<file path="src/hdl/ppu_pkg.sv">
package ppu_pkg;

  localparam int DEPTH    = 32;
  localparam int SLOT_W   = 5;
  localparam int DATA_W   = 32;
  localparam int KIND_W   = 3;
  localparam int ALPHA_W  = 8;
  localparam int FUNC_W   = 2;

  localparam logic [FUNC_W-1:0] FUNC_ADD   = 2'd0;
  localparam logic [FUNC_W-1:0] FUNC_TICK  = 2'd1;
  localparam logic [FUNC_W-1:0] FUNC_QUERY = 2'd2;

  localparam logic [KIND_W-1:0] KIND_ADDED = 3'd0;
  localparam logic [KIND_W-1:0] KIND_FULL  = 3'd1;
  localparam logic [KIND_W-1:0] KIND_LIVE  = 3'd2;
  localparam logic [KIND_W-1:0] KIND_DONE  = 3'd3;
  localparam logic [KIND_W-1:0] KIND_QUERY = 3'd4;

  typedef struct packed {
    logic [DATA_W-1:0]        life_left;
    logic [DATA_W-1:0]        life_start;
    logic signed [DATA_W-1:0] where_x;
    logic signed [DATA_W-1:0] where_y;
    logic signed [DATA_W-1:0] velocity_x;
    logic signed [DATA_W-1:0] velocity_y;
  } entry_t;

  typedef struct packed {
    logic              en;
    logic [SLOT_W-1:0] addr;
    entry_t            data;
  } mem_wr_t;

endpackage

</file>
<file path="src/hdl/ppu_div.sv">
module ppu_div (
  input  logic                       clk,
  input  logic                       rst,
  input  logic                       start,
  input  logic [ppu_pkg::DATA_W-1:0] num,
  input  logic [ppu_pkg::DATA_W-1:0] den,
  output logic                       done,
  output logic [ppu_pkg::ALPHA_W-1:0] quo
);
  import ppu_pkg::*;

  localparam int REM_W = DATA_W + ALPHA_W;

  logic [REM_W-1:0]  rem;
  logic [DATA_W-1:0] dsor;
  logic [2:0]        cnt;
  logic              busy;
  logic [REM_W-1:0]  trial;

  // numerator is num * 255; quotient fits 8 bits since num <= den
  assign trial = {{ALPHA_W{1'b0}}, dsor} << cnt;

  always_ff @(posedge clk) begin
    if (rst) begin
      busy <= 1'b0;
      done <= 1'b0;
    end else begin
      done <= 1'b0;
      if (start) begin
        rem  <= ({{ALPHA_W{1'b0}}, num} << ALPHA_W) - {{ALPHA_W{1'b0}}, num};
        dsor <= den;
        cnt  <= 3'd7;
        quo  <= '0;
        busy <= 1'b1;
      end else if (busy) begin
        if (rem >= trial) begin
          rem      <= rem - trial;
          quo[cnt] <= 1'b1;
        end
        if (cnt == 3'd0) begin
          busy <= 1'b0;
          done <= 1'b1;
        end else begin
          cnt <= cnt - 3'd1;
        end
      end
    end
  end

endmodule

</file>
<file path="config.mk">
export PLATFORM = sky130hd
export DESIGN_NAME = ppu_div
export DESIGN_NICKNAME = d
export VERILOG_FILES = /design/src/hdl/ppu_pkg.sv /design/src/hdl/ppu_div.sv
export SDC_FILE = /design/constraint.sdc
export NUM_CORES = 1
export LEC_CHECK = 0
export ABC_AREA = 1
export BUFFER_PORTS_ARGS = -buffer_cell sky130_fd_sc_hd__clkbuf_2
export CORE_ASPECT_RATIO = 1.5
export CORE_MARGIN = 10
export CORE_UTILIZATION = 60
export DETAILED_ROUTE_END_ITERATION = 16
export GPL_TIMING_DRIVEN = 0
export PLACE_DENSITY = 0.77
export SYNTH_ARGS = -nofsm -noshare
export SYNTH_HDL_FRONTEND = slang
export SYNTH_SLANG_ARGS = --single-unit
</file>
<file path="constraint.sdc">
create_clock -name clk -period 8.75 [get_ports clk]
set_clock_uncertainty 0.1 [all_clocks]
set_input_delay 0.875 -clock clk [delete_from_list [all_inputs] [get_ports clk]]
set_output_delay 0.875 -clock clk [all_outputs]
set_load 0.05 [all_outputs]
</file>
==> flow_summary.yaml <==
drt:
  routed_wirelength_mm: 32.1
  postRouteAntennaNets: 0
  vias: 10700
  drcViolationCount: 0
  detail_route.vias_per_cell: 5.48
  wire_per_inst_um: 16.5
  drtPass1Iterations: 6
  detailedRoute.firstIterationViolations: 892
floorplanning:
  ios: 76
  floorplan.die.height_um: 177
  core-area_mm2: 0.0162
  floorplan.die_area_mm2: 0.0221
  placementRows: 57
  effective_utilization_at_floorplan_pct: 61.1
  die_width_um: 125
layout:
  drive_above_1_share_pct: 10.1
  nNetsFinal: 1868
  num_antenna_cells: 0
  finalInstanceArea_mm2: 0.0109
  area_growth_syn_to_layout_pct: 9.81
pwr:
  vdd_ir_drop_max_v: 0.000123
  pwr_density_mw_per_mm2: 168
  leakage_nw: 5.81
cts:
  cts_buffers: 9
  ctsHtreeMaxLevel: 3
  post_cts_hold_buffer_count: 0
  cts.reportedPaths.clkPinSlew_ns: 0.07
  worstSkewPairLatency_ns: 0.35
  cts_resized: 0
  cts_num_sinks: 85
  cts_setup_buffers: 0
  tritoncts: "done"
  clockRootBuffer: "clkbuf_16"
  clk_path_buf_depth: 2
synth:
  post-synth-top-area-fraction_pct: 25.2
  synth.area.top_cells: "edfxtp_1 25%, nand2_1 24%, inv_1 11%"
  synth_enable_flop_cells: 83
  synth_flop_cell: "edfxtp_1"
  ys_ff_latch: 85
  synthDominantAreaCellType: "edfxtp_1"
  synthesis.nets: 1781
  async_reset_ff_share_pct: 0
  avgSynthCellArea_um2: 6.01
  syn-cell-area_mm2: 0.00989
  synthCells: 1647
  synth-seq-area-share_pct: 25.6
  synthDistinctLibCells: 42
  synth_warnings: 0
critical_path:
  critPathLaunchType: "flop"
  worst-endpoint-arrival_ns: 4.31
  path_max_fanout: 25
  req_time_crit_path_ns: 8.71
  worst_setup_path_type: "flop to flop"
  end_kind: "flop"
sta:
  timing.slew.headroom_pct: 37.4
  final_min_period_over_clock_period_pct: 49.8
  timing.final.hold_violations: 0
  worstMarginPinSlew_ns: 0.937
  setup_repair_after_global_routing_missed_its_margin: "false"
  post-route-min-period_ns: 4.36
  maxClockFrequency_mhz: 230
  setup_viol_count_final: 0
  slew_violations: 0
  tns_ns: 0
  fin_worst_hold_slack_ns: 0.393
grt:
  total_global_route_track_usage_pct: 29.0
  first_pass_grt_wire_length_mm: 52.1
  first_global_vias: 10800
  grt_antenna_before_repair: 0
  grt_max_degree: 34
  total_congestion_overflow: 0
placement:
  io_buffer_count: 75
  placedInstanceArea_mm2: 0.0106
  hpwlAfterDp_mm: 26.7
  globalplace.congestion: 0.987
job:
  max_cap_viol_count: 0
worst_hold_path:
  min_path_type: "flop to flop"
status:
  run_status: "finished clean"
## cell usage after synthesis (2+ instances only)
master      n
nand2_1   621
inv_1     277
nor2_1    126
nand3_1   109
o21ai_0   102
edfxtp_1   83
a21oi_1    76
ha_1       66
nand2_2    25
clkbuf_1   19
nor3_1     15
nand3_2    14
nor2_2     13
xor2_1     13
buf_2      10
nand4_1     9
nand3b_1    7
nor2_4      7
o21bai_1    5
o22ai_1     5
inv_2       4
mux2i_1     4
o21ai_1     4
a21oi_2     3
a31oi_1     3
and2_1      3
buf_1       3
nor4_1      3
dfxtp_1     2
nor3b_1     2
o21a_1      2
or2_2       2
## cell families after synthesis
logic type               synth area share [%]
flip-flops                               25.6
buffers and inverters                    12.1
adder cells (fa/ha/maj)                  8.55
multiplexers                            0.405
AO/OA/AOI/OAI                            10.9
AND/OR/NAND/NOR                          41.2
XOR/XNOR                                 1.24
## cells in the final DEF (no fill, tap or decap), types with 26 or more instances in the layout
cell type    n
edfxtp_1    83
a21oi_1     76
inv_1      277
nand2_2     26
nand3_1    109
nor2_1     125
o21ai_0    102
nand2_1    620
clkbuf_2    75
ha_1        66
## per-stage QoR
step           cells  utilization (%)  setup WS, ns  power, mW
2_1_floorplan   1647                -          4.46       1.18
3_3_place_gp    1928             65.0          3.17       1.39
3_5_place_dp    1929             65.3          4.46       1.41
4_1_cts         1945             67.1          4.42       1.81
5_1_grt         1945             67.1          4.13       1.96
6_report        1945             67.1          4.39       1.83
## worst paths after layout
check	start	to	slack (ns)	cells past startpoint
max	cnt[0]	rem[28]	4.39	17
min	busy	done	0.39	2
max reg2reg	cnt[0]	rem[28]	4.39	17
min reg2reg	busy	done	0.39	2
## layout make-up
| class | count | area, um2 |
|---|---|---|
| Sequential cell | 85 | 2530 |
| Clock buffer | 10 | 229 |
| Fill cell | 1579 | 5330 |
| Inverter | 282 | 1060 |
| Clock inverter | 6 | 71.3 |
| Buffer | 33 | 140 |
| Timing Repair Buffer | 76 | 403 |
| Tap cell | 206 | 258 |
| Multi-Input combinational cell | 1247 | 6170 |
## worst max-delay path: stages, from the launching register on
cell and delay [ns]:
edfxtp_1 0.43, inv_1 0.11, clkbuf_1 0.59, nand2_1 0.18, nand3_1 0.12, o21ai_0 0.12, nand2_1 0.09, o21ai_0 0.13
ha_1 0.45, nand2_2 0.11, nor2_1 0.20, nand3_1 0.16, nor2_1 0.18, nand4_1 0.11, nand4_1 0.11, nand2_1 0.08
nand2_2 0.54, buf_16 0.25
## sequential cells by signal, summed over array words and instances, names as in the netlist
signal  flops
dsor       32
cnt         3
busy        1
rem        40
done        1
quo         8
## power breakdown
part | switching (mW) | internal [mW]
clock | 0.179 | 0.224
sequential | 0.0210 | 0.511
combinational | 0.607 | 0.283
## routing by layer
metal | share of wire (%) | track usage, % | up-vias | routed length, um
met5 | 0 | 0 | - | 0
met4 | 6.9 | 20.1 | 0 | 2210
met3 | 5.3 | 3.57 | 129 | 1700
met2 | 50 | 53.0 | 390 | 16200
met1 | 37 | 30.2 | 4738 | 12000
li1 | - | - | 5404 | -
Power figures use the tool's default switching activity.
